[config.mk]
export PLATFORM = sky130hd
export DESIGN_NAME = servo_response_frame_receiver_unit
export DESIGN_NICKNAME = d
export VERILOG_FILES = /design/src/rtl/srfr_pkg.sv /design/src/rtl/servo_response_frame_receiver_unit.sv /design/src/rtl/srfr_ram.sv /design/src/rtl/srfr_front.sv /design/src/rtl/srfr_job_q.sv /design/src/rtl/srfr_back.sv
export SDC_FILE = /design/constraint.sdc
export NUM_CORES = 1
export LEC_CHECK = 0
export ABC_AREA = 1
export BUFFER_PORTS_ARGS = -buffer_cell sky130_fd_sc_hd__buf_2
export CAP_MARGIN = 20
export CORE_MARGIN = 2
export CORE_UTILIZATION = 50
export DETAILED_ROUTE_END_ITERATION = 7
export HOLD_SLACK_MARGIN = 0.05
export PLACE_DENSITY = 0.77
export SYNTH_ARGS = -nofsm -noshare
export SYNTH_HDL_FRONTEND = slang
export SYNTH_SLANG_ARGS = --single-unit
[constraint.sdc]
create_clock -name aclk -period 4.03 [get_ports aclk]
set_input_delay 1.209 -clock aclk [delete_from_list [all_inputs] [get_ports aclk]]
set_output_delay 1.209 -clock aclk [all_outputs]
set_load 0.1 [all_outputs]
[src/rtl/srfr_pkg.sv]
`default_nettype none
// ----------------------------------------------------------------------------
// srfr_pkg
// Types and codes shared by the servo response frame receiver modules.
// ----------------------------------------------------------------------------
package srfr_pkg;

    localparam int CFG_IDX_W  = 2;
    localparam int JOBQ_DEPTH = 2;

    localparam logic [1:0] REQ_BEGIN = 2'd0;
    localparam logic [1:0] REQ_BYTE  = 2'd1;
    localparam logic [1:0] REQ_TICK  = 2'd2;

    localparam logic [CFG_IDX_W-1:0] CFG_HEADER  = 2'd0;
    localparam logic [CFG_IDX_W-1:0] CFG_MAX_ID  = 2'd1;
    localparam logic [CFG_IDX_W-1:0] CFG_TIMEOUT = 2'd2;

    localparam logic [2:0] ST_OK       = 3'd0;
    localparam logic [2:0] ST_CHECKSUM = 3'd1;
    localparam logic [2:0] ST_SIZE     = 3'd2;
    localparam logic [2:0] ST_ID       = 3'd3;
    localparam logic [2:0] ST_TIMEOUT  = 3'd4;

    typedef struct packed {
        logic [1:0] req_type;
        logic [7:0] rx_byte;
    } in_item_t;

    typedef struct packed {
        logic [2:0] status;
        logic [7:0] id_byte;
        logic [7:0] size_field;
        logic [7:0] stat_byte;
        logic [7:0] content_byte;
        logic [5:0] content_index;
        logic       has_content;
        logic       last;
    } out_item_t;

    // one finished frame or error, as handed to the emitter
    typedef struct packed {
        logic [2:0] status;
        logic [7:0] id_byte;
        logic [7:0] size_field;
        logic [7:0] stat_byte;
        logic       run;        // good frame with content in the store
    } job_t;

    typedef struct packed {
        logic valid;
        job_t job;
    } job_push_t;

endpackage
`default_nettype wire

[src/rtl/servo_response_frame_receiver_unit.sv]
`default_nettype none
// ----------------------------------------------------------------------------
// servo_response_frame_receiver_unit
// Serial-bus servo response frame receiver with inverted-sum checksum.
// ----------------------------------------------------------------------------
// A begin item arms the receiver and restarts the tick timeout; byte items
// are then parsed as header, id, size, status, content and checksum, and
// tick items count toward the timeout. An input item is taken while the job
// queue has room and the store is not held. An error or timeout result
// reaches the output through the job queue and then the output register.
// A good frame with content is delivered as one result per content byte,
// each through a content store read and then the output register; input is
// held off from the good frame's checksum byte until its last content
// result is taken, since the store holds one frame. The content store
// needs no clearing after reset.
module servo_response_frame_receiver_unit #(
    parameter int MAX_FRAME = 64
) (
    input  wire logic                           aclk,
    input  wire logic                           aresetn,
    input  wire logic                           s_valid,
    output logic                                s_ready,
    input  wire srfr_pkg::in_item_t             s_data,
    output logic                                m_valid,
    input  wire logic                           m_ready,
    output srfr_pkg::out_item_t                 m_data,
    input  wire logic                           cfg_valid,
    output logic                                cfg_ready,
    input  wire logic [srfr_pkg::CFG_IDX_W-1:0] cfg_index,
    input  wire logic [15:0]                    cfg_data
);
    import srfr_pkg::*;

    localparam int ADDR_W = $clog2(MAX_FRAME);

    job_push_t         push;
    job_t              q_head;
    logic              q_full, q_empty, q_pop;
    logic              run_done;
    logic              ram_we;
    logic [ADDR_W-1:0] ram_waddr, ram_raddr;
    logic [7:0]        ram_wdata, ram_rdata;

    srfr_front #(.MAX_FRAME(MAX_FRAME)) u_front (
        .aclk      (aclk),
        .aresetn   (aresetn),
        .s_valid   (s_valid),
        .s_ready   (s_ready),
        .s_data    (s_data),
        .cfg_valid (cfg_valid),
        .cfg_ready (cfg_ready),
        .cfg_index (cfg_index),
        .cfg_data  (cfg_data),
        .push      (push),
        .q_full    (q_full),
        .run_done  (run_done),
        .ram_we    (ram_we),
        .ram_waddr (ram_waddr),
        .ram_wdata (ram_wdata)
    );

    srfr_ram #(.WIDTH(8), .DEPTH(MAX_FRAME)) u_store (
        .aclk  (aclk),
        .we    (ram_we),
        .waddr (ram_waddr),
        .wdata (ram_wdata),
        .raddr (ram_raddr),
        .rdata (ram_rdata)
    );

    srfr_job_q u_jobq (
        .aclk    (aclk),
        .aresetn (aresetn),
        .push    (push),
        .full    (q_full),
        .pop     (q_pop),
        .empty   (q_empty),
        .head    (q_head)
    );

    srfr_back #(.MAX_FRAME(MAX_FRAME)) u_back (
        .aclk      (aclk),
        .aresetn   (aresetn),
        .q_empty   (q_empty),
        .q_head    (q_head),
        .q_pop     (q_pop),
        .ram_raddr (ram_raddr),
        .ram_rdata (ram_rdata),
        .run_done  (run_done),
        .m_valid   (m_valid),
        .m_ready   (m_ready),
        .m_data    (m_data)
    );

endmodule
`default_nettype wire

[src/rtl/srfr_ram.sv]
`default_nettype none
// ----------------------------------------------------------------------------
// srfr_ram
// Simple dual-port RAM, one write port, one read port with registered data.
// ----------------------------------------------------------------------------
module srfr_ram #(
    parameter int WIDTH = 8,
    parameter int DEPTH = 64,
    localparam int ADDR_W = $clog2(DEPTH)
) (
    input  wire logic              aclk,
    input  wire logic              we,
    input  wire logic [ADDR_W-1:0] waddr,
    input  wire logic [WIDTH-1:0]  wdata,
    input  wire logic [ADDR_W-1:0] raddr,
    output logic      [WIDTH-1:0]  rdata
);
    logic [WIDTH-1:0] mem [DEPTH];

    always_ff @(posedge aclk) begin
        if (we) begin
            mem[waddr] <= wdata;
        end
        rdata <= mem[raddr];
    end

endmodule
`default_nettype wire

[src/rtl/srfr_front.sv]
`default_nettype none
// ----------------------------------------------------------------------------
// srfr_front
// Input side: config registers, frame parser, timeout, content store writes.
// Pushes one job per finished frame or error into the job queue.
// ----------------------------------------------------------------------------
module srfr_front #(
    parameter int MAX_FRAME = 64,
    localparam int ADDR_W = $clog2(MAX_FRAME)
) (
    input  wire logic                             aclk,
    input  wire logic                             aresetn,
    input  wire logic                             s_valid,
    output logic                                  s_ready,
    input  wire srfr_pkg::in_item_t               s_data,
    input  wire logic                             cfg_valid,
    output logic                                  cfg_ready,
    input  wire logic [srfr_pkg::CFG_IDX_W-1:0]   cfg_index,
    input  wire logic [15:0]                      cfg_data,
    output srfr_pkg::job_push_t                   push,
    input  wire logic                             q_full,
    input  wire logic                             run_done,
    output logic                                  ram_we,
    output logic      [ADDR_W-1:0]                ram_waddr,
    output logic      [7:0]                       ram_wdata
);
    import srfr_pkg::*;

    localparam logic [7:0] SIZE_MAX = 8'(MAX_FRAME - 5);

    typedef enum logic [5:0] {
        PH_HUNT    = 6'b000001,
        PH_ID      = 6'b000010,
        PH_SIZE    = 6'b000100,
        PH_STAT    = 6'b001000,
        PH_CONTENT = 6'b010000,
        PH_CHECK   = 6'b100000
    } phase_t;

    logic [15:0]       header_reg, header_next;
    logic [7:0]        max_id_reg, max_id_next;
    logic [15:0]       timeout_reg, timeout_next;
    phase_t            phase_reg, phase_next;
    logic              armed_reg, armed_next;
    logic              first_reg, first_next;
    logic [7:0]        id_reg, id_next;
    logic [7:0]        size_reg, size_next;
    logic [7:0]        stat_reg, stat_next;
    logic [ADDR_W-1:0] count_reg, count_next;
    logic [7:0]        sum_reg, sum_next;
    logic [15:0]       tick_reg, tick_next;
    logic              lock_reg, lock_next;

    logic        s_fire;
    logic [15:0] tick_inc;
    logic [7:0]  clen;
    logic [7:0]  b;

    assign s_ready   = !lock_reg && !q_full;
    assign cfg_ready = 1'b1;
    assign s_fire    = s_valid && s_ready;
    assign b         = s_data.rx_byte;
    assign tick_inc  = (tick_reg == 16'hFFFF) ? tick_reg : tick_reg + 16'd1;
    assign clen      = size_reg - 8'd2;
    assign ram_waddr = count_reg;
    assign ram_wdata = b;

    always_comb begin
        header_next  = header_reg;
        max_id_next  = max_id_reg;
        timeout_next = timeout_reg;
        phase_next   = phase_reg;
        armed_next   = armed_reg;
        first_next   = first_reg;
        id_next      = id_reg;
        size_next    = size_reg;
        stat_next    = stat_reg;
        count_next   = count_reg;
        sum_next     = sum_reg;
        tick_next    = tick_reg;
        push         = '0;
        push.job.id_byte    = id_reg;
        push.job.size_field = size_reg;
        push.job.stat_byte  = stat_reg;
        ram_we       = 1'b0;

        if (cfg_valid) begin
            case (cfg_index)
                CFG_HEADER:  header_next  = cfg_data;
                CFG_MAX_ID:  max_id_next  = cfg_data[7:0];
                CFG_TIMEOUT: timeout_next = cfg_data;
                default: ;
            endcase
        end

        if (s_fire) begin
            case (s_data.req_type)
                REQ_BEGIN: begin
                    armed_next = 1'b1;
                    phase_next = PH_HUNT;
                    first_next = 1'b0;
                    id_next    = '0;
                    size_next  = '0;
                    stat_next  = '0;
                    count_next = '0;
                    sum_next   = '0;
                    tick_next  = '0;
                end
                REQ_BYTE: begin
                    if (armed_reg) begin
                        case (phase_reg)
                            PH_HUNT: begin
                                if (!first_reg) begin
                                    first_next = (b == header_reg[7:0]);
                                end else begin
                                    first_next = 1'b0;
                                    if (b == header_reg[15:8]) begin
                                        phase_next = PH_ID;
                                    end
                                end
                            end
                            PH_ID: begin
                                id_next = b;
                                if (b > max_id_reg) begin
                                    push.valid        = 1'b1;
                                    push.job.status   = ST_ID;
                                    push.job.id_byte  = b;
                                    armed_next        = 1'b0;
                                end else begin
                                    sum_next   = b;
                                    phase_next = PH_SIZE;
                                end
                            end
                            PH_SIZE: begin
                                size_next = b;
                                if (b < 8'd2 || b > SIZE_MAX) begin
                                    push.valid          = 1'b1;
                                    push.job.status     = ST_SIZE;
                                    push.job.size_field = b;
                                    armed_next          = 1'b0;
                                end else begin
                                    sum_next   = sum_reg + b;
                                    phase_next = PH_STAT;
                                end
                            end
                            PH_STAT: begin
                                stat_next  = b;
                                sum_next   = sum_reg + b;
                                count_next = '0;
                                phase_next = (size_reg == 8'd2) ? PH_CHECK : PH_CONTENT;
                            end
                            PH_CONTENT: begin
                                ram_we     = 1'b1;
                                count_next = count_reg + 1'b1;
                                sum_next   = sum_reg + b;
                                if (8'(count_reg) + 8'd1 >= clen) begin
                                    phase_next = PH_CHECK;
                                end
                            end
                            PH_CHECK: begin
                                push.valid = 1'b1;
                                armed_next = 1'b0;
                                if (b != ~sum_reg) begin
                                    push.job.status = ST_CHECKSUM;
                                end else begin
                                    push.job.status = ST_OK;
                                    push.job.run    = (clen != 8'd0);
                                end
                            end
                            default: begin
                                phase_next = PH_HUNT;
                                first_next = 1'b0;
                            end
                        endcase
                    end
                end
                REQ_TICK: begin
                    if (armed_reg) begin
                        tick_next = tick_inc;
                        if (tick_inc >= timeout_reg) begin
                            push.valid      = 1'b1;
                            push.job.status = ST_TIMEOUT;
                            armed_next      = 1'b0;
                        end
                    end
                end
                default: ;
            endcase
        end

        // the content store is held until its run has been delivered
        lock_next = lock_reg ? !run_done : (push.valid && push.job.run);
    end

    always_ff @(posedge aclk) begin
        if (!aresetn) begin
            header_reg  <= 16'hFFFF;
            max_id_reg  <= 8'd253;
            timeout_reg <= 16'd100;
            phase_reg   <= PH_HUNT;
            armed_reg   <= 1'b0;
            first_reg   <= 1'b0;
            id_reg      <= '0;
            size_reg    <= '0;
            stat_reg    <= '0;
            count_reg   <= '0;
            sum_reg     <= '0;
            tick_reg    <= '0;
            lock_reg    <= 1'b0;
        end else begin
            header_reg  <= header_next;
            max_id_reg  <= max_id_next;
            timeout_reg <= timeout_next;
            phase_reg   <= phase_next;
            armed_reg   <= armed_next;
            first_reg   <= first_next;
            id_reg      <= id_next;
            size_reg    <= size_next;
            stat_reg    <= stat_next;
            count_reg   <= count_next;
            sum_reg     <= sum_next;
            tick_reg    <= tick_next;
            lock_reg    <= lock_next;
        end
    end

endmodule
`default_nettype wire

[src/rtl/srfr_job_q.sv]
`default_nettype none
// ----------------------------------------------------------------------------
// srfr_job_q
// Short FIFO of jobs between the parser and the emitter.
// ----------------------------------------------------------------------------
module srfr_job_q (
    input  wire logic                aclk,
    input  wire logic                aresetn,
    input  wire srfr_pkg::job_push_t push,
    output logic                     full,
    input  wire logic                pop,
    output logic                     empty,
    output srfr_pkg::job_t           head
);
    import srfr_pkg::*;

    localparam int PTR_W = $clog2(JOBQ_DEPTH);
    localparam int CNT_W = $clog2(JOBQ_DEPTH + 1);

    job_t             mem_reg [JOBQ_DEPTH];
    logic [PTR_W-1:0] wr_ptr_reg, wr_ptr_next;
    logic [PTR_W-1:0] rd_ptr_reg, rd_ptr_next;
    logic [CNT_W-1:0] count_reg, count_next;
    logic             wr_en, rd_en;

    assign full  = (count_reg == CNT_W'(JOBQ_DEPTH));
    assign empty = (count_reg == '0);
    assign head  = mem_reg[rd_ptr_reg];
    assign wr_en = push.valid;
    assign rd_en = pop;

    always_comb begin
        wr_ptr_next = wr_en ? wr_ptr_reg + 1'b1 : wr_ptr_reg;
        rd_ptr_next = rd_en ? rd_ptr_reg + 1'b1 : rd_ptr_reg;
        count_next  = count_reg;
        if (wr_en && !rd_en) begin
            count_next = count_reg + 1'b1;
        end else if (rd_en && !wr_en) begin
            count_next = count_reg - 1'b1;
        end
    end

    always_ff @(posedge aclk) begin
        if (wr_en) begin
            mem_reg[wr_ptr_reg] <= push.job;
        end
    end

    always_ff @(posedge aclk) begin
        if (!aresetn) begin
            wr_ptr_reg <= '0;
            rd_ptr_reg <= '0;
            count_reg  <= '0;
        end else begin
            wr_ptr_reg <= wr_ptr_next;
            rd_ptr_reg <= rd_ptr_next;
            count_reg  <= count_next;
        end
    end

    a_no_push_full: assert property (@(posedge aclk) disable iff (!aresetn)
        !(wr_en && full && !rd_en)) else $error("job pushed into full queue");
    a_no_pop_empty: assert property (@(posedge aclk) disable iff (!aresetn)
        !(rd_en && empty)) else $error("job popped from empty queue");
    a_count_bound: assert property (@(posedge aclk) disable iff (!aresetn)
        count_reg <= CNT_W'(JOBQ_DEPTH)) else $error("job queue count overflow");

endmodule
`default_nettype wire

[src/rtl/srfr_back.sv]
`default_nettype none
// ----------------------------------------------------------------------------
// srfr_back
// Emitter: takes jobs from the queue, reads back frame content from the
// store and drives the result channel from an output register.
// ----------------------------------------------------------------------------
module srfr_back #(
    parameter int MAX_FRAME = 64,
    localparam int ADDR_W = $clog2(MAX_FRAME)
) (
    input  wire logic                aclk,
    input  wire logic                aresetn,
    input  wire logic                q_empty,
    input  wire srfr_pkg::job_t      q_head,
    output logic                     q_pop,
    output logic      [ADDR_W-1:0]   ram_raddr,
    input  wire logic [7:0]          ram_rdata,
    output logic                     run_done,
    output logic                     m_valid,
    input  wire logic                m_ready,
    output srfr_pkg::out_item_t      m_data
);
    import srfr_pkg::*;

    typedef enum logic [3:0] {
        B_IDLE  = 4'b0001,
        B_FETCH = 4'b0010,
        B_LOAD  = 4'b0100,
        B_SEND  = 4'b1000
    } bstate_t;

    bstate_t           state_reg, state_next;
    job_t              job_reg, job_next;
    logic [ADDR_W-1:0] idx_reg, idx_next;
    out_item_t         out_reg, out_next;
    logic [7:0]        clen;

    assign clen      = job_reg.size_field - 8'd2;
    assign ram_raddr = idx_reg;
    assign m_valid   = (state_reg == B_SEND);
    assign m_data    = out_reg;

    always_comb begin
        state_next = state_reg;
        job_next   = job_reg;
        idx_next   = idx_reg;
        out_next   = out_reg;
        q_pop      = 1'b0;
        run_done   = 1'b0;
        case (state_reg)
            B_IDLE: begin
                if (!q_empty) begin
                    q_pop    = 1'b1;
                    job_next = q_head;
                    idx_next = '0;
                    if (q_head.run) begin
                        state_next = B_FETCH;
                    end else begin
                        out_next.status        = q_head.status;
                        out_next.id_byte       = q_head.id_byte;
                        out_next.size_field    = q_head.size_field;
                        out_next.stat_byte     = q_head.stat_byte;
                        out_next.content_byte  = '0;
                        out_next.content_index = '0;
                        out_next.has_content   = 1'b0;
                        out_next.last          = 1'b1;
                        state_next             = B_SEND;
                    end
                end
            end
            B_FETCH: begin
                state_next = B_LOAD;
            end
            B_LOAD: begin
                out_next.status        = ST_OK;
                out_next.id_byte       = job_reg.id_byte;
                out_next.size_field    = job_reg.size_field;
                out_next.stat_byte     = job_reg.stat_byte;
                out_next.content_byte  = ram_rdata;
                out_next.content_index = 6'(idx_reg);
                out_next.has_content   = 1'b1;
                out_next.last          = (8'(idx_reg) + 8'd1 == clen);
                state_next             = B_SEND;
            end
            B_SEND: begin
                if (m_ready) begin
                    if (out_reg.last) begin
                        run_done   = job_reg.run;
                        state_next = B_IDLE;
                    end else begin
                        idx_next   = idx_reg + 1'b1;
                        state_next = B_FETCH;
                    end
                end
            end
            default: state_next = B_IDLE;
        endcase
    end

    always_ff @(posedge aclk) begin
        job_reg <= job_next;
        idx_reg <= idx_next;
        out_reg <= out_next;
    end

    always_ff @(posedge aclk) begin
        if (!aresetn) begin
            state_reg <= B_IDLE;
        end else begin
            state_reg <= state_next;
        end
    end

    a_fetch_load: assert property (@(posedge aclk) disable iff (!aresetn)
        state_reg == B_FETCH |=> state_reg == B_LOAD) else $error("fetch not followed by load");
    a_content_ok: assert property (@(posedge aclk) disable iff (!aresetn)
        m_valid && m_data.has_content |-> m_data.status == ST_OK)
        else $error("content item with error status");
    a_load_run: assert property (@(posedge aclk) disable iff (!aresetn)
        state_reg == B_LOAD |-> job_reg.run) else $error("store read without content run");

endmodule
`default_nettype wire

Yosys cells after proc, flatten, opt, wreduce, memory -nomap -nowiden
Memories as Yosys holds them, arrays and structs flattened. A register that Yosys moved wholly into a read port is not among the register bits.
Index checks and enable logic that the tools add are counted.
- logic and storage cells: 217
- bits of input ports: 33
- output and inout bits: 46
- register bits: 185
- memories: 2
- memory bits (writable): 568
- muxes and demuxes: 88
- bitwise logic cells: 2
- order comparisons: 5
- equality and inequality tests: 39
- reductions and logical operators: 39
- add/subtract/negate cells: 12
- memory list (memory ; depth ; width ; rd ports ; clocked after Yosys merged registers in ; wr ports ; line ; RTL):
    u_store.mem ; 64 ; 8 ; 1 ; 1 ; 1 ; srfr_ram.sv:18 ; logic [WIDTH-1:0] mem [DEPTH];
    u_jobq.mem_reg ; 2 ; 28 ; 1 ; 1 ; 1 ; srfr_job_q.sv:20 ; job_t mem_reg [JOBQ_DEPTH];
- operator list (operator ; count):
    $mux W8 ; 12
    $mux W43 ; 2
    $pmux W43 S2 ; 1
    $mux W6 ; 11
    $pmux W8 S2 ; 4
    $mux W16 ; 3
    $pmux W6 S2 ; 4
    $mux W20 ; 2
    $pmux W6 S6 ; 1
    $pmux W16 S2 ; 1
    $mux W1 ; 29
    $eq A8 B8 Y1 ; 3
    $mux W4 ; 6
    $pmux W8 S3 ; 1
    $reduce_and A4 Y1 ; 6
    $add A16 B1 Y16 const B ; 1
    $eq A16 B16 Y1 const B ; 1
    $ge A16 B16 Y1 ; 1
    $ne A2 B2 Y1 const B ; 8
    $pmux W4 S4 ; 1
    $sub A8 B2 Y8 const B ; 2
    $add A6 B1 Y7 const B ; 2
    $add A6 B1 Y6 const B ; 2
    $mux W12 ; 1
    other kinds (46) ; 80

Logic depth before layout (Yosys ltp)
Gate-level depths: netlist of run 1.
- depth in word-level cells: 11
- depth in mapped cells: 24
- gate-level depth less buffers: 24

Hierarchy
A second synthesis of run 1 with hierarchy kept.
- cells, all modules: 3218
- area, all modules: 33616.0 um2
- modules (own cells, without submodules) (module ; cells each ; times used ; sequential area each (um2) ; area an instance (um2)):
    srfr_ram ; 1822 ; 1 ; 15534.9 ; 21291.7
    srfr_front ; 962 ; 1 ; 2062.0 ; 6668.9
    srfr_back ; 312 ; 1 ; 2302.2 ; 3304.4
    srfr_job_q ; 122 ; 1 ; 1781.7 ; 2351.0

Least setup slack after synthesis of run 1
Ideal clock, no wire load.
- path kind: flip-flop to flip-flop
- start point: register u_front.tick_reg[0]
- end point: memory u_jobq.mem_reg[1][0] in the netlist's numbering (enable)
- data required time: 3.615 ns
- library setup time: 0.415 ns
- period minus slack after synthesis: 3.952 ns
- cell stages (with the launch flop): 20
- setup slack: 0.078 ns
- arrival time: 3.538 ns
- path through: dfxtp_1 ha_1 nand3_2 nor2_2 nand3_1 nor2_2 inv_2 buf_6 nand2_1 ha_1 nand2_1 inv_1 nand3_1 nor3_1 nand2_1 nand3_1 nand2_1 nand2_1 inv_1 nor2_1
- RTL lines (item ; line ; RTL):
    from (decl) ; srfr_front.sv:51 ; logic [15:0] tick_reg, tick_next;
    from (signal assigned) ; srfr_front.sv:222 ; tick_reg <= tick_next;
    to (decl) ; srfr_job_q.sv:20 ;

==> run summary, run 1 <==
outcome: completed
Post-CTS Setup Bufs: 0
die area: 66600 µm²
Hold Startpoint: u_jobq.rd_ptr_reg
Rel. slew slack: 0.234
Cell Int Power: 14.8 mW
Hold Path Class: flop to flop
Worst EP arrival: 4.16 ns
clk buf depth: 3
Routed WL per cell: 21.0 µm
Final Max Tran Viols: 0
setup TNS: 0 ns
overflow left after global routing: 0
sequential fraction of design power: 0.410
flip-flop count of the largest register after layout: 512
post-route ant nets: 0
Die W: 258 µm
post-synth top area cell: edfxtp_1
1st-pass router iterations: 6
I/O pins: 79
initial core utilization: 0.503
dpl cell area: 33700 µm²
asr flop ratio synth: 0
Port-buffer cells: 77
Design Area, Final: 36300 µm²
Crit Path Max Fanout: 12
final period utilization: 0.907
dpl cells: 3752
initial drt markers: 2915
initial antenna violation count: 7
Total Wirelength: 82000 µm
synthesized flop and latch total: 762
Ys Warns: 0
total number of vias: 22600
Post-synth EDFFs: 642
DR DRC count: 0
Avg Synthesized Cell Area: 11.1 µm²
Core Util, Final: 0.566
clock share of power: 0.330
first-pass GRT wire length: 124000 µm
maximum clock frequency: 0.274 GHz
Fin. Hold Viols: 0
DP Wirelength: 50600 µm
Max-Cap Viols: 0
Post-synth top cells: edfxtp_1 (642), nor2_1 (471), nand2_1 (384), o21ai_0 (333), inv_1 (160)
Worst Path Class, Setup: flop to flop
post-layout min period: 3.66 ns
total power: 22.2 mW
CP startpoint: u_front.tick_reg[0]
fin nets: 3058
CP required: 4.53 ns
Synth area leaders: edfxtp_1 (60%), dfxtp_1 (7.4%), nor2_1 (5.5%)
Max H-tree Level: 3
fin cells: 3898
final setup fails: 0
PD cells: 612 nW/µm²
sequential fraction of the synthesis area: 0.672
clk sinks: 762
FP Rows: 93
global-route usage over all layers: 0.243
Hold-fix buffers, CTS: 0
Worst Setup End Kind: flop
Peak supply drop: 0.458 mV
clk root buf: clkbuf_16
Fill cells: 5123
largest net degree at the start of global routing: 170
combinational fraction of design power: 0.260
Syn Nets: 2979
Reg2Reg Launch Point: u_front.tick_reg[0]
layout cell share with drive strength beyond 1: 0.114
area grow syn2layout: 12.4%
Mapped Area: 32300 µm²
pre-CTS WS: 0.431 ns
vias in the first global route: 21700
library cells used by synthesis: 52
clock latency at the later pin of the worst-skew pair: 0.64 ns
count leader, synth: edfxtp_1
ys flop type: edfxtp_1
gp weighted congestion: 0.939
P_sw: 7.39 mW
unrepaired setup endpoints after global routing: no
Chip Height: 258 µm
Worst Tran Pin Value: 1.15 ns
TritonCTS clock tree: yes
clk slew on worst S/H paths: 0.06 ns
post-synth top area share: 0.597
average vias per placed instance: 5.79
Setup WS post-layout: 0.374 ns
Core Area: 64100 µm²
Worst Skew: 0.0302 ns
CTS Buf Count: 77
startpoint type of the worst setup path: flop
Syn Inst Count: 2897
leakage power figure: 12.9 nW
sw frac: 0.333
hold_ws: 0.456 ns
routing by layer:
metal,GRT usage,up-vias,share of wire
li1,-,10400,-
met1,0.308,10800,0.39
met2,0.410,1137,0.49
met3,0.0461,200,0.085
met4,0.104,0,0.040
met5,0,-,0
final timing paths:
path | slack, ns | to | cells after the start
setup reg to reg | 0.37 | u_jobq.count_reg[1] | 21
hold reg to reg | 0.46 | flop | 1
hold / removal | 0.46 | flop | 1
setup / recovery | 0.37 | u_jobq.count_reg[1] | 21
logic make-up (layout without fill, tap and decap cells):
group | count (synthesis) | in the layout | share of synthesized area
compound gates | 636 | 636 | 0.110
xor+xnor | 40 | 40 | 0.0109
fa+ha+maj | 49 | 49 | 0.0192
buf+inv | 317 | 461 | 0.0404
flops | 762 | 762 | 0.672
mux | 27 | 27 | 0.00942
other cells | 1 | 3 | 0.000116
simple gates | 1065 | 1065 | 0.138
power by group through the flow:
stage	clock, mW	sequential [mW]	combinational, mW
finish	7.32	9.11	5.77
global route	7.68	9.12	6.25
CTS	7.38	9.10	5.67
detailed placement	0	9.27	5.61
global placement	0	9.25	5.53
floorplan	0	9.23	3.78
area by class of cell:
cell class / count / area, µm² / area share
Sequential cell: 762 / 21700 / 0.597
Multi-Input combinational cell: 1818 / 9330 / 0.257
Clock buffer: 103 / 2140 / 0.0589
Tap cell: 855 / 1070 / 0.0295
Timing Repair Buffer: 149 / 951 / 0.0262
Inverter: 168 / 637 / 0.0176
Clock inverter: 41 / 479 / 0.0132
Antenna cell: 2 / 5.00 / 0.000138
critical path: stages, from the launching register on:
cell and delay [ns]:
dfxtp_1 0.43, ha_1 0.26, nand3_2 0.11, nor2_2 0.16, nand3_1 0.14, nor2_2 0.21, inv_2 0.15, nand2_1 0.14
ha_1 0.26, nand2_1 0.10, nand2_1 0.07, nand3_1 0.07, nand2_1 0.06, a21oi_1 0.16, nand3_1 0.15, nand2_1 0.09
nand2_1 0.12, ha_1 0.36, a21oi_1 0.14, o21ai_0 0.13, o21ai_1 0.15, a21oi_1 0.06
what timing repair did:
item                                    CTS  global route
resized for setup                         0             1
endpoints found under the setup margin    0             1
endpoints found under the hold margin     0             0
layout by cell type (no fill, tap or decap), types with 5 or more instances in the layout:
cell type / netlist / final
edfxtp_1: 642 / 642
ha_1: 48 / 48
clkinv_2: 1 / 13
inv_1: 160 / 158
nand3_1: 132 / 132
xnor2_1: 15 / 15
xor2_1: 25 / 25
nand3_4: 6 / 6
clkbuf_16: 0 / 79
buf_2: 49 / 77
dfxtp_1: 120 / 120
nand4_1: 12 / 12
clkinv_1: 3 / 12
bufinv_16: 0 / 8
mux2_2: 27 / 27
o21ai_1: 4 / 5
nor2_2: 7 / 10
nor2_1: 471 / 468
inv_2: 4 / 5
o221ai_1: 24 / 24
inv_6: 0 / 6
o22ai_1: 69 / 69
nand2_2: 11 / 11
o211ai_1: 58 / 58
clkbuf_1: 86 / 17
buf_4: 7 / 70
nor3_1: 22 / 20
o21ai_0: 333 / 332
a21oi_1: 135 / 133
nand2_1: 384 / 384
clkbuf_8: 0 / 7
Note: power is estimated with default switching activity, not from simulation.
==> run 2: changes to the inputs <==
--- a/config.mk
+++ b/config.mk
@@ -8,11 +8,10 @@
 export ABC_AREA = 1
 export BUFFER_PORTS_ARGS = -buffer_cell sky130_fd_sc_hd__buf_2
 export CAP_MARGIN = 20
-export CORE_MARGIN = 2
 export CORE_UTILIZATION = 50
 export DETAILED_ROUTE_END_ITERATION = 7
 export HOLD_SLACK_MARGIN = 0.05
-export PLACE_DENSITY = 0.77
+export PLACE_DENSITY = 0.75
 export SYNTH_ARGS = -nofsm -noshare
 export SYNTH_HDL_FRONTEND = slang
 export SYNTH_SLANG_ARGS = --single-unit
==> run 2 against run 1 <==
Net effect:
- global-route usage increased by 1.5 points
- first-iteration DRC count decreased by 4.2%
- count of clock-buffer cells in the layout decreased by 19
- core utilization increased by 0.87 points
- clock skew decreased by 0.0043 ns
- via count increased by 1.9%
- worst hold slack improved by 0.0039 ns
- fmax increased by 1.4%
- sequential power increased by 0.5%
==> run summary, run 2 (synthesis gave the netlist of run 1 again) <==
global-route usage over all layers: 0.258 (+0.0149)
flip-flop count of the largest register after layout: 512 (unchanged)
Post-CTS Setup Bufs: 0 (unchanged)
CP required: 4.53 ns (about the same)
Fill cells: 5009 (-2.2%)
DR DRC count: 0 (unchanged)
post-route ant nets: 0 (unchanged)
PD cells: 599 nW/µm² (-2.1%)
leakage power figure: 13.0 nW (+1.1%)
CTS Buf Count: 74 (-3.9%)
Hold-fix buffers, CTS: 0 (unchanged)
Max-Cap Viols: 0 (unchanged)
clk buf depth: 3 (unchanged)
Worst Setup End Kind: flop
FP Rows: 92 (-1.1%)
Routed WL per cell: 21.6 µm (+2.8%)
DP Wirelength: 53600 µm (+5.8%)
initial core utilization: 0.509 (+0.00547)
Total Wirelength: 84900 µm (+3.5%)
commonest non-fill, non-tap cells in the layout: edfxtp_1 (642), nor2_1 (468), nand2_1 (384)
layout cell share with drive strength beyond 1: 0.126 (+0.0118)
initial antenna violation count: 7 (unchanged)
commonest non-fill, non-tap cell in the layout: edfxtp_1
total number of vias: 23000 (+1.9%)
Chip Height: 256 µm (-0.77%)
average vias per placed instance: 5.85 (+1.2%)
post-layout min period: 3.61 ns (-0.0490 ns)
number of gates resized after CTS: 0 (unchanged)
vias in the first global route: 22600 (+4.2%)
Die W: 256 µm (-0.77%)
setup TNS: 0 ns (unchanged)
die area: 65600 µm² (-1.5%)
outcome: completed
Max H-tree Level: 3 (unchanged)
Worst Skew: 0.0258 ns (-0.00432 ns)
pre-CTS WS: 0.370 ns (-0.0611 ns)
Port-buffer cells: 77 (unchanged)
Worst EP arrival: 4.10 ns (-0.06 ns)
final setup fails: 0 (unchanged)
first-pass GRT wire length: 130000 µm (+4.7%)
Hold Startpoint: u_jobq.rd_ptr_reg
Peak supply drop: 0.533 mV (+16%)
largest net degree at the start of global routing: 257 (+51%)
Fin. Hold Viols: 0 (unchanged)
clk slew on worst S/H paths: 0.06 ns (about the same)
Final Max Tran Viols: 0 (unchanged)
Crit Path Max Fanout: 12 (unchanged)
TritonCTS clock tree: yes
overflow left after global routing: 0 (unchanged)
Hold Path Class: flop to flop
clock latency at the later pin of the worst-skew pair: 0.62 ns (-0.02 ns)
Setup WS post-layout: 0.423 ns (+0.0490 ns)
fin nets: 3095 (+1.2%)
gp weighted congestion: 0.930 (-0.98%)
clk root buf: clkbuf_16
Worst Path Class, Setup: flop to flop
startpoint type of the worst setup path: flop
Reg2Reg Launch Point: u_front.tick_reg[1]
Worst Tran Pin Value: 1.12 ns (-0.0306 ns)
Rel. slew slack: 0.250 (+0.0159)
unrepaired setup endpoints after global routing: no
final period utilization: 0.895 (-0.0122)
area grow syn2layout: 12.9%
Core Area: 63400 µm² (-1.1%)
initial drt markers: 2792 (-4.2%)
1st-pass router iterations: 6 (unchanged)
clk sinks: 762 (unchanged)
maximum clock frequency: 0.277 GHz (+1.4%)
I/O pins: 79 (unchanged)
CP startpoint: u_front.tick_reg[1]
hold_ws: 0.460 ns (+0.00385 ns)
## run 2: path summary, 6_finish.rpt
| kind | slack [ns] | cells past startpoint | endpoint |
|---|---|---|---|
| worst min-delay path | 0.46 | 1 | flop |
| worst min register to register | 0.46 | 1 | flop |
| worst max-delay path | 0.42 | 24 | u_jobq.count_reg[1] |
| worst max register to register | 0.42 | 24 | u_jobq.count_reg[1] |
## run 2: where the power goes
| part | switching, mW | leakage (nW) | total, mW | internal [mW] |
|---|---|---|---|---|
| Clock | 2.97 | 1.20 | 7.01 | 4.04 |
| Sequential | 0.240 | 6.76 | 9.16 | 8.92 |
| Combinational | 4.07 | 5.07 | 5.65 | 1.58 |
| Total | 7.28 | 13.0 | 21.8 | 14.5 |
## run 2: through the flow
step           utilization  power [mW]  std cells  cell area [µm²]
2_1_floorplan            -        13.0       2897            32300
3_3_place_gp         0.536        14.7       3783            34000
3_5_place_dp         0.536        14.8       3783            34000
4_1_cts              0.574        21.8       3920            36400
5_1_grt              0.574        22.7       3920            36400
6_report             0.575        21.8       3924            36400
## run 2: final cells by class
cell class | count | area, µm² | share of cell area
sequential | 762 | 21700 | 0.595
clock buffer | 84 | 1920 | 0.0527
inverter | 168 | 637 | 0.0175
clock inverter | 53 | 539 | 0.0148
tap | 846 | 1060 | 0.0290
antenna | 4 | 10.0 | 0.000275
timing repair buffer | 189 | 1260 | 0.0347
multi-input combinational | 1818 | 9330 | 0.256
## run 2: metal layers
metal / part of all wire / GRT usage / vias to the layer above / wire length (µm)
li1: - / - / 10500 / -
met1: 0.39 / 0.325 / 11000 / 32800
met2: 0.48 / 0.424 / 1226 / 40500
met3: 0.088 / 0.0562 / 252 / 7480
met4: 0.048 / 0.121 / 4 / 4030
met5: 0.00022 / 0 / - / 19
## run 2: critical path, stage by stage, from the launching register on
cell and delay [ns]:
dfxtp_1 0.40, ha_2 0.25, nand3_2 0.10, nor2_2 0.15, nand3_1 0.17, nor2_4 0.19
inv_2 0.14, nor2_1 0.11, nor2_1 0.07, ha_1 0.31, nand2_1 0.08, nand2_1 0.05
nand2_1 0.05, nand2_1 0.04, nand2_1 0.06, nand2_1 0.07, nand2_1 0.09, nand3_1 0.10
nand2_1 0.08, nand2_1 0.13, ha_1 0.36, a21oi_1 0.12, o21ai_0 0.12, o21ai_0 0.17
a21oi_1 0.06
